==> config.mk <==
export PLATFORM = sky130hd
export DESIGN_NAME = rmap_command_checker_top
export DESIGN_NICKNAME = d
export VERILOG_FILES = /design/src/hw/rtl/rmcc_pkg.sv /design/src/hw/rtl/rmap_command_checker_top.sv /design/src/hw/rtl/rmcc_core.sv
export SDC_FILE = /design/constraint.sdc
export NUM_CORES = 1
export LEC_CHECK = 0
export BUFFER_PORTS_ARGS = -buffer_cell sky130_fd_sc_hd__buf_2
export CORE_UTILIZATION = 40
export DETAILED_ROUTE_END_ITERATION = 6
export PLACE_DENSITY = 0.64
export SLEW_MARGIN = 20
export SYNTH_ARGS = -nofsm -noshare
export SYNTH_HDL_FRONTEND = slang
export SYNTH_SLANG_ARGS = --single-unit
==> constraint.sdc <==
create_clock -name clk -period 7.2 [get_ports clk]
set_input_delay 1.08 -clock clk [delete_from_list [all_inputs] [get_ports clk]]
set_output_delay 1.08 -clock clk [all_outputs]
set_load 0.02 [all_outputs]
==> src/hw/rtl/rmcc_pkg.sv <==
// Package for the RMAP command checker: transaction types, status codes,
// register indexes, reset values and the RMAP CRC-8 step. No dependencies.
package rmcc_pkg;

  // Fixed protocol identifier that byte 1 of a command must carry
  localparam logic [7:0] PROTOCOL_ID = 8'd1;

  // Byte position counter width and its saturation value
  localparam int unsigned POS_W = 25;
  localparam logic [POS_W-1:0] POS_MAX = {POS_W{1'b1}};

  // Fixed header positions ahead of the source path
  localparam logic [POS_W-1:0] POS_TARGET   = 25'd0;
  localparam logic [POS_W-1:0] POS_PROTOCOL = 25'd1;
  localparam logic [POS_W-1:0] POS_INSTR    = 25'd2;
  localparam logic [POS_W-1:0] POS_KEY      = 25'd3;

  // Header offsets after the source path (add 4 * path words)
  localparam logic [POS_W-1:0] OFS_INITIATOR = 25'd4;
  localparam logic [POS_W-1:0] OFS_ADDR_LO   = 25'd7;
  localparam logic [POS_W-1:0] OFS_ADDR_HI   = 25'd11;
  localparam logic [POS_W-1:0] OFS_LEN_LO    = 25'd12;
  localparam logic [POS_W-1:0] OFS_LEN_HI    = 25'd14;
  localparam logic [POS_W-1:0] OFS_HDR_CRC   = 25'd15;

  // Packet lengths used by the length checks
  localparam logic [POS_W:0] READ_CMD_LEN = 26'd16;
  localparam logic [POS_W:0] MIN_HDR_LEN  = 26'd16;
  localparam logic [POS_W:0] WR_OVERHEAD  = 26'd17;

  // Configuration register indexes
  localparam logic [7:0] CFG_TARGET    = 8'd0;
  localparam logic [7:0] CFG_KEY       = 8'd1;
  localparam logic [7:0] CFG_INITIATOR = 8'd2;
  localparam logic [7:0] CFG_OPCODE    = 8'd3;
  localparam logic [7:0] CFG_MEM_ADDR  = 8'd4;

  // Configuration reset values
  localparam logic [7:0]  RST_TARGET    = 8'd144;
  localparam logic [7:0]  RST_KEY       = 8'd111;
  localparam logic [7:0]  RST_INITIATOR = 8'd145;
  localparam logic [7:0]  RST_OPCODE    = 8'd96;
  localparam logic [39:0] RST_MEM_ADDR  = 40'd444691369455;

  // Instruction bit that marks a write command
  localparam int unsigned OPCODE_WRITE_BIT = 5;

  // Verdict status codes, in priority order
  typedef enum logic [3:0] {
    ST_OK        = 4'd0,
    ST_LENGTH    = 4'd1,
    ST_TARGET    = 4'd2,
    ST_PROTOCOL  = 4'd3,
    ST_HDR_CRC   = 4'd4,
    ST_OPCODE    = 4'd5,
    ST_KEY       = 4'd6,
    ST_MEM_ADDR  = 4'd7,
    ST_INITIATOR = 4'd8,
    ST_DATA_LEN  = 4'd9,
    ST_DATA_CRC  = 4'd10
  } status_t;

  // Input transaction: one packet byte
  typedef struct packed {
    logic [7:0] rx_byte;
    logic       end_of_packet;
  } pkt_t;

  // Result transaction: forwarded data byte or verdict
  typedef struct packed {
    logic        is_verdict;
    logic [7:0]  payload_byte;
    logic [3:0]  check_status;
    logic [23:0] payload_length;
  } res_t;

  // Channel configuration seen by the checking logic
  typedef struct packed {
    logic [7:0]  target;
    logic [7:0]  key;
    logic [7:0]  initiator;
    logic [7:0]  opcode;
    logic [39:0] mem_address;
  } cfg_t;

  // Sticky header field mismatches of the current packet
  typedef struct packed {
    logic target;
    logic protocol;
    logic hdr_crc;
    logic opcode;
    logic key;
    logic initiator;
  } mismatch_t;

  // RMAP CRC-8 of one byte: reflected x^8+x^2+x+1, eight shift steps
  function automatic logic [7:0] crc8_step(input logic [7:0] crc, input logic [7:0] b);
    logic [7:0] c;
    c = crc ^ b;
    for (int i = 0; i < 8; i++) begin
      c = c[0] ? ((c >> 1) ^ 8'hE0) : (c >> 1);
    end
    return c;
  endfunction

endpackage

==> src/hw/rtl/rmap_command_checker_top.sv <==
// Top level of the RMAP command checker: configuration registers, input
// register, result register and the rmcc_core step. Depends on rmcc_pkg.
//
// Usage:
//   pkt channel (pkt_valid / pkt_stall / pkt) carries one command byte per
//   transaction with an end-of-packet mark. res channel (res_valid /
//   res_stall / res) returns forwarded write data bytes and, for the last
//   byte of each packet, one verdict with the status and data length.
//   The cfg channel (cfg_valid / cfg_ready, cfg_index, cfg_data) writes the
//   expected target, key, initiator, opcode and 40-bit memory address; it
//   is always ready and must only be used while no packet is in flight.
// Timing:
//   One byte per cycle sustained while res_stall does not hold a valid
//   result. A byte is registered on acceptance and its result is loaded
//   into the result register once that register can advance; the CRC
//   step and field compares are combinational between the two registers.
//   While a valid result is stalled the result register holds, the input
//   register keeps one byte and pkt_stall rises once that byte is waiting.
//   Synchronous reset empties both registers, clears the packet state and
//   loads the configuration reset values.
module rmap_command_checker_top (
  input  logic           clk,
  input  logic           rst,
  // Command byte channel
  input  logic           pkt_valid,
  output logic           pkt_stall,
  input  rmcc_pkg::pkt_t pkt,
  // Result channel
  output logic           res_valid,
  input  logic           res_stall,
  output rmcc_pkg::res_t res,
  // Configuration write channel
  input  logic           cfg_valid,
  output logic           cfg_ready,
  input  logic [7:0]     cfg_index,
  input  logic [39:0]    cfg_data
);
  import rmcc_pkg::*;

  cfg_t  cfg;
  logic  iq_valid;
  pkt_t  iq;
  logic  advance;
  logic  step;
  logic  hit;
  res_t  result;

  // Configuration registers
  assign cfg_ready = 1'b1;

  always_ff @(posedge clk) begin
    if (rst) begin
      cfg.target      <= RST_TARGET;
      cfg.key         <= RST_KEY;
      cfg.initiator   <= RST_INITIATOR;
      cfg.opcode      <= RST_OPCODE;
      cfg.mem_address <= RST_MEM_ADDR;
    end else if (cfg_valid && cfg_ready) begin
      case (cfg_index)
        CFG_TARGET:    cfg.target      <= cfg_data[7:0];
        CFG_KEY:       cfg.key         <= cfg_data[7:0];
        CFG_INITIATOR: cfg.initiator   <= cfg_data[7:0];
        CFG_OPCODE:    cfg.opcode      <= cfg_data[7:0];
        CFG_MEM_ADDR:  cfg.mem_address <= cfg_data;
        default: ;
      endcase
    end
  end

  // The step runs whenever the result register can take its outcome
  assign advance   = !res_valid || !res_stall;
  assign step      = iq_valid && advance;
  assign pkt_stall = iq_valid && !advance;

  // Input register
  always_ff @(posedge clk) begin
    if (rst) begin
      iq_valid <= 1'b0;
    end else if (pkt_valid && !pkt_stall) begin
      iq_valid <= 1'b1;
    end else if (advance) begin
      iq_valid <= 1'b0;
    end
  end

  always_ff @(posedge clk) begin
    if (pkt_valid && !pkt_stall) begin
      iq <= pkt;
    end
  end

  rmcc_core u_core (
    .clk    (clk),
    .rst    (rst),
    .step   (step),
    .item   (iq),
    .cfg    (cfg),
    .hit    (hit),
    .result (result)
  );

  // Result register
  always_ff @(posedge clk) begin
    if (rst) begin
      res_valid <= 1'b0;
    end else if (advance) begin
      res_valid <= step && hit;
    end
  end

  always_ff @(posedge clk) begin
    if (advance) begin
      res <= result;
    end
  end

`ifndef ASSERT_OFF
  // Input side only stalls when a byte is actually waiting
  a_stall_has_byte: assert property (@(posedge clk) disable iff (rst)
    pkt_stall |-> iq_valid)
    else $error("pkt_stall without a buffered byte");

  // A forwarded data byte carries no status and no length
  a_fwd_clean: assert property (@(posedge clk) disable iff (rst)
    (res_valid && !res.is_verdict) |->
      (res.check_status == ST_OK && res.payload_length == 24'd0))
    else $error("forwarded byte with status or length");

  // A nonzero data length is only reported on a good write verdict
  a_len_on_ok: assert property (@(posedge clk) disable iff (rst)
    (res_valid && res.is_verdict && res.payload_length != 24'd0) |->
      (res.check_status == ST_OK && cfg.opcode[OPCODE_WRITE_BIT]))
    else $error("data length on failed or read verdict");

  // A byte that produces a result is in the result register next cycle
  a_step_lands: assert property (@(posedge clk) disable iff (rst)
    (step && hit) |=> res_valid)
    else $error("result of a processed byte was lost");
`endif

endmodule

==> src/hw/rtl/rmcc_core.sv <==
// Per-packet checking state and the byte step of the RMAP command
// checker. Depends on rmcc_pkg.
module rmcc_core (
  input  logic           clk,
  input  logic           rst,
  input  logic           step,
  input  rmcc_pkg::pkt_t item,
  input  rmcc_pkg::cfg_t cfg,
  output logic           hit,
  output rmcc_pkg::res_t result
);
  import rmcc_pkg::*;

  // Packet state
  logic [POS_W-1:0] byte_position, byte_position_next;
  logic [1:0]       path_words, path_words_next;
  logic [7:0]       running_crc, running_crc_next;
  logic [39:0]      captured_address, captured_address_next;
  logic [23:0]      captured_length, captured_length_next;
  mismatch_t        flags, flags_next;

  logic [7:0]       b;
  logic             eop;
  logic             wr;
  logic [POS_W-1:0] n;
  logic             at_init, in_addr, in_len, at_hcrc, in_data;
  logic [POS_W:0]   len;
  logic             len_bad, dlen_bad, dcrc_bad;
  status_t          st;

  assign b   = item.rx_byte;
  assign eop = item.end_of_packet;
  assign wr  = cfg.opcode[OPCODE_WRITE_BIT];

  // Source path length, taken from the instruction byte as it passes
  always_comb begin
    path_words_next = (byte_position == POS_INSTR) ? b[1:0] : path_words;
    n = {{(POS_W-4){1'b0}}, path_words_next, 2'b00};
  end

  // Header region decode after the source path
  always_comb begin
    at_init = byte_position == OFS_INITIATOR + n;
    in_addr = (byte_position >= OFS_ADDR_LO + n) && (byte_position <= OFS_ADDR_HI + n);
    in_len  = (byte_position >= OFS_LEN_LO + n) && (byte_position <= OFS_LEN_HI + n);
    at_hcrc = byte_position == OFS_HDR_CRC + n;
    in_data = byte_position > OFS_HDR_CRC + n;
  end

  // Field checks, captures and CRC
  always_comb begin
    flags_next            = flags;
    captured_address_next = captured_address;
    captured_length_next  = captured_length;
    running_crc_next      = crc8_step(running_crc, b);
    dcrc_bad              = 1'b0;
    case (byte_position)
      POS_TARGET:   if (b != cfg.target) flags_next.target = 1'b1;
      POS_PROTOCOL: if (b != PROTOCOL_ID) flags_next.protocol = 1'b1;
      POS_INSTR:    if ({b[7:2], 2'b00} != cfg.opcode) flags_next.opcode = 1'b1;
      POS_KEY:      if (b != cfg.key) flags_next.key = 1'b1;
      default: begin
        if (at_init) begin
          if (b != cfg.initiator) flags_next.initiator = 1'b1;
        end else if (in_addr) begin
          captured_address_next = {captured_address[31:0], b};
        end else if (in_len) begin
          captured_length_next = {captured_length[15:0], b};
        end else if (at_hcrc) begin
          if (b != running_crc) flags_next.hdr_crc = 1'b1;
          running_crc_next = 8'h00;
        end else if (in_data && eop) begin
          dcrc_bad = b != running_crc;
        end
      end
    endcase
  end

  // Verdict, first failing check wins
  always_comb begin
    len      = {1'b0, byte_position} + {{POS_W{1'b0}}, 1'b1};
    len_bad  = (!wr && (len != READ_CMD_LEN)) || (len < MIN_HDR_LEN + {1'b0, n});
    dlen_bad = wr && (len != WR_OVERHEAD + {1'b0, n} + {{(POS_W-23){1'b0}}, captured_length_next});
    if (len_bad)                                       st = ST_LENGTH;
    else if (flags_next.target)                        st = ST_TARGET;
    else if (flags_next.protocol)                      st = ST_PROTOCOL;
    else if (flags_next.hdr_crc)                       st = ST_HDR_CRC;
    else if (flags_next.opcode)                        st = ST_OPCODE;
    else if (flags_next.key)                           st = ST_KEY;
    else if (captured_address_next != cfg.mem_address) st = ST_MEM_ADDR;
    else if (flags_next.initiator)                     st = ST_INITIATOR;
    else if (dlen_bad)                                 st = ST_DATA_LEN;
    else if (wr && dcrc_bad)                           st = ST_DATA_CRC;
    else                                               st = ST_OK;
  end

  // Result of this byte: verdict on end of packet, data forward on write
  always_comb begin
    result = '0;
    hit    = 1'b0;
    if (eop) begin
      hit                   = 1'b1;
      result.is_verdict     = 1'b1;
      result.check_status   = st;
      result.payload_length = (st == ST_OK && wr) ? captured_length_next : 24'd0;
    end else if (in_data && wr) begin
      hit                 = 1'b1;
      result.payload_byte = b;
    end
  end

  // Saturating byte counter, cleared at end of packet
  always_comb begin
    if (eop) begin
      byte_position_next = '0;
    end else if (byte_position == POS_MAX) begin
      byte_position_next = byte_position;
    end else begin
      byte_position_next = byte_position + {{(POS_W-1){1'b0}}, 1'b1};
    end
  end

  // State update; everything clears after a verdict
  always_ff @(posedge clk) begin
    if (rst) begin
      byte_position    <= '0;
      path_words       <= '0;
      running_crc      <= '0;
      captured_address <= '0;
      captured_length  <= '0;
      flags            <= '0;
    end else if (step) begin
      byte_position <= byte_position_next;
      if (eop) begin
        path_words       <= '0;
        running_crc      <= '0;
        captured_address <= '0;
        captured_length  <= '0;
        flags            <= '0;
      end else begin
        path_words       <= path_words_next;
        running_crc      <= running_crc_next;
        captured_address <= captured_address_next;
        captured_length  <= captured_length_next;
        flags            <= flags_next;
      end
    end
  end

endmodule
==> impl_metrics.csv <==
group,metric,value,unit
setup_path,slowest_delay,510,ps
yosys,yosysWarnings,0,
power_and_ir_drop,swShare,0.242,
die,dieHeight,188,µm
yosys,syn_area_per_cell,8.06,µm²
power_and_ir_drop,p_leak,6.13,nW
clock_tree,ctsRootBufferMaster,"clkbuf_16",
cells_and_area,area_delta_synth_final,17.6,%
yosys,ys_types,83,
die,start_util,0.410,
hold_path,min_path_type,"reg -> reg",
yosys,netlist_instances,1724,
cells_and_area,drive_above_1_share,0.168,
setup_path,required,7600,ps
global_routing,grt_pass1_vias,12900,
routing,vias,13700,
timing,slew-limit-headroom,0.281,
setup_path,start_kind,"register",
cells_and_area,fin_cells,2282,
yosys,ys_dominant_reg_cell,"dfxtp_1",
timing,min_period_over_period,0.975,
power_and_ir_drop,power_switching,0.000674,W
placed_design,dp.cells,2221,
clock_tree,clk_latency,550,ps
placed_design,routabilityCongestion,0.982,
routing,drt_iter0_drc,1331,
timing,fin_crit,7020,ps
timing,worst_pin_slew,1080,ps
yosys,ys_ff_latch,225,
timing,worst_slack,181,ps
power_and_ir_drop,ir_drop,0.000159,V
setup_path,crit_fanout,6,
yosys,async_reset_ff_frac,0,
yosys,syn_nets,1804,
setup_path,arrival,7410,ps
routing,dr.pass1.iters,6,
clock_tree,cts.clk_slew.worst_paths,60,ps
status,status,"completed",
die,std_cell_rows,67,
cells_and_area,mostFrequentLayoutCells,"nor2_1 (212), dfxtp_1 (178), nand2_1 (172)",
setup_path,critical-path-slowest-cell,"or4_4",
timing,max_freq,142,MHz
setup_path,worstSetupEndpointType,"register",
global_routing,overflow,0,
cells_and_area,fin_area,16300,µm²
timing,finalSetupTns,0,ps
clock_tree,cts_tree,"done",
setup_path,crit_family,"simple AND/OR/NAND/NOR gates",
global_routing,grtUsageTotal,0.271,
yosys,yosysSeqAreaShare,0.357,
yosys,synth.cell_area,13900,µm²
die,die_w,188,µm
setup_path,worstSetupPathType,"reg -> reg",
power_and_ir_drop,clockPowerShare,0.463,
die,io_pins,102,
cells_and_area,fin_nets,1895,
timing,finalMaxSlewViolations,0,
global_routing,grt_antenna_before_repair,0,
run,drv_cap,0,
placed_design,pre_cts_ws,-31.0,ps
power_and_ir_drop,pwr_density_cell,170,nW/µm²
routing,drt_wl_total,49400,µm
placed_design,port_buffers,100,
power_and_ir_drop,combinationalPowerShare,0.069,
routing,viasPerCell,6.02,
die,core_region_area,33900,µm²
routing,drc,0,
die,dieArea,35500,µm²
setup_path,crit_top_cell,"ha_4",
timing,setup_viol,0,
power_and_ir_drop,design_power_total,0.00279,W
timing,finClkSkew,9.85,ps
cells_and_area,final_common_cell,"nor2_1",
power_and_ir_drop,p_int,0.00211,W
clock_tree,clk_path_buf_depth,3,
placed_design,hpwl,35000,µm
clock_tree,clkSinkCount,225,
global_routing,grt_pass1_wl,75700,µm
cells_and_area,antenna_cells,0,
clock_tree,numCtsBuffers,25,
routing,wire_per_inst,21.7,µm
yosys,synth_edf_count,46,
placed_design,placed_area,15000,µm²
clock_tree,htreeDepth,1,
setup_path,crit_buf_inv,1,
power_and_ir_drop,seq_power_share,0.468,
global_routing,grt_max_degree,97,
routing,detail-route-antenna-nets,0,
timing,hold_viol_final,0,
-- power groups by stage --
stage / registers (W) / logic, W / clock network, W
2_1_floorplan: 0.00134 / 0.000109 / 0
3_3_place_gp: 0.00133 / 0.000189 / 0
3_5_place_dp: 0.00133 / 0.000189 / 0
4_1_cts: 0.00130 / 0.000191 / 0.00130
5_1_grt: 0.00130 / 0.000208 / 0.00136
6_report: 0.00130 / 0.000194 / 0.00129
-- registers in the layout, indices dropped and copies added (netlist names) --
signal,cells
u_core.running_crc,8
iq_valid,1
res_valid,1
res,37
u_core.captured_length,24
cfg,72
iq,9
u_core.captured_address,40
u_core.flags,6
u_core.byte_position,25
u_core.path_words,2
-- logic make-up (layout without fill, tap and decap cells) --
family          Yosys count  count (layout)  synth area share
fa+ha+maj                18              18            0.0162
compound gates          427             427             0.209
other cells               1               1          0.000270
xor+xnor                129             129            0.0853
flops                   225             225             0.357
buf+inv                 184             294            0.0525
mux                      39              39            0.0285
simple gates            701             701             0.251
-- path summary, 6_finish.rpt --
path / cells after the start / from / slack [ps] / end
min reg2reg: 2 / cfg[36]$_SDFFE_PP0P_ / 470 / cfg[36]$_SDFFE_PP0P_
max reg2reg: 27 / u_core.byte_position[22]$_SDFFE_PP0P_ / 180 / res[1]$_SDFFCE_PN0N_
max: 27 / u_core.byte_position[22]$_SDFFE_PP0P_ / 180 / res[1]$_SDFFCE_PN0N_
min: 2 / cfg[36]$_SDFFE_PP0P_ / 470 / cfg[36]$_SDFFE_PP0P_
-- metrics by stage --
| step | hold slack (ps) | utilization |
|---|---|---|
| 2_1_floorplan | 436 | - |
| 3_3_place_gp | 450 | 0.444 |
| 3_5_place_dp | 451 | 0.444 |
| 4_1_cts | 460 | 0.469 |
| 5_1_grt | 502 | 0.483 |
| 6_report | 470 | 0.483 |
-- cells in the mapped netlist (5+ instances only) --
cell type | n | area share
a211o_1 | 28 | 0.018
a211oi_1 | 15 | 0.0081
a21o_1 | 7 | 0.0038
a21oi_1 | 125 | 0.045
a221oi_1 | 6 | 0.0038
a22o_1 | 5 | 0.0032
a22oi_1 | 81 | 0.044
a31oi_1 | 10 | 0.0045
and2_1 | 12 | 0.0054
and3_1 | 29 | 0.013
buf_1 | 10 | 0.0027
buf_2 | 15 | 0.0054
buf_4 | 5 | 0.0027
clkbuf_1 | 93 | 0.025
dfxtp_1 | 179 | 0.26
edfxtp_1 | 46 | 0.099
ha_1 | 18 | 0.016
inv_1 | 59 | 0.016
mux2_2 | 5 | 0.0041
mux2i_1 | 34 | 0.024
nand2_1 | 177 | 0.048
nand2b_1 | 12 | 0.0054
nand3_1 | 40 | 0.014
nand3b_1 | 21 | 0.011
nand4_1 | 34 | 0.015
nor2_1 | 216 | 0.058
nor2b_1 | 28 | 0.013
nor3_1 | 42 | 0.015
nor3b_1 | 7 | 0.0038
nor4_1 | 34 | 0.015
o2111ai_1 | 8 | 0.0050
o211a_1 | 6 | 0.0043
o211ai_1 | 11 | 0.0059
o21a_1 | 6 | 0.0032
o21ai_0 | 42 | 0.015
o21ai_1 | 7 | 0.0025
o221ai_1 | 5 | 0.0032
o22ai_1 | 19 | 0.0086
or2_2 | 6 | 0.0027
or3_1 | 8 | 0.0036
or4_1 | 11 | 0.0059
xnor2_1 | 65 | 0.041
xor2_1 | 60 | 0.038
-- worst register-to-register path: cells and delay by family, from the launching register on --
kind                     cells  cell delay (ps)
AND/OR/NAND/NOR             15             3550
AO/OA/AOI/OAI                6             1420
adder cells (fa/ha/maj)      3              760
multiplexers                 1              370
flip-flops                   1              340
buffers and inverters        1              250
XOR/XNOR                     1              180
-- final cells by class --
class                      instances  area [µm²]
fill                            3388       17500
multi-input combinational       1315        8550
sequential                       225        4970
timing repair buffer             188        1230
clock buffer                      32         693
tap                              448         561
inverter                          60         225
clock inverter                    14         121
-- what timing repair did --
item,in CTS,in global routing
cloned,0,2
setup buffers,0,12
endpoints found under the setup margin,4,27
gates resized for setup,5,58
pin swaps,0,25
hold buffers,0,0
-- routing by layer --
layer  wire, µm  vias to the layer above  GRT usage
li1           -                     6417          -
met1      21100                     6617      0.356
met2      23300                      598      0.462
met3       3500                      115     0.0352
met4       1510                        0     0.0800
met5          0                        -          0
No activity file was read; power rests on OpenSTA's default activity.
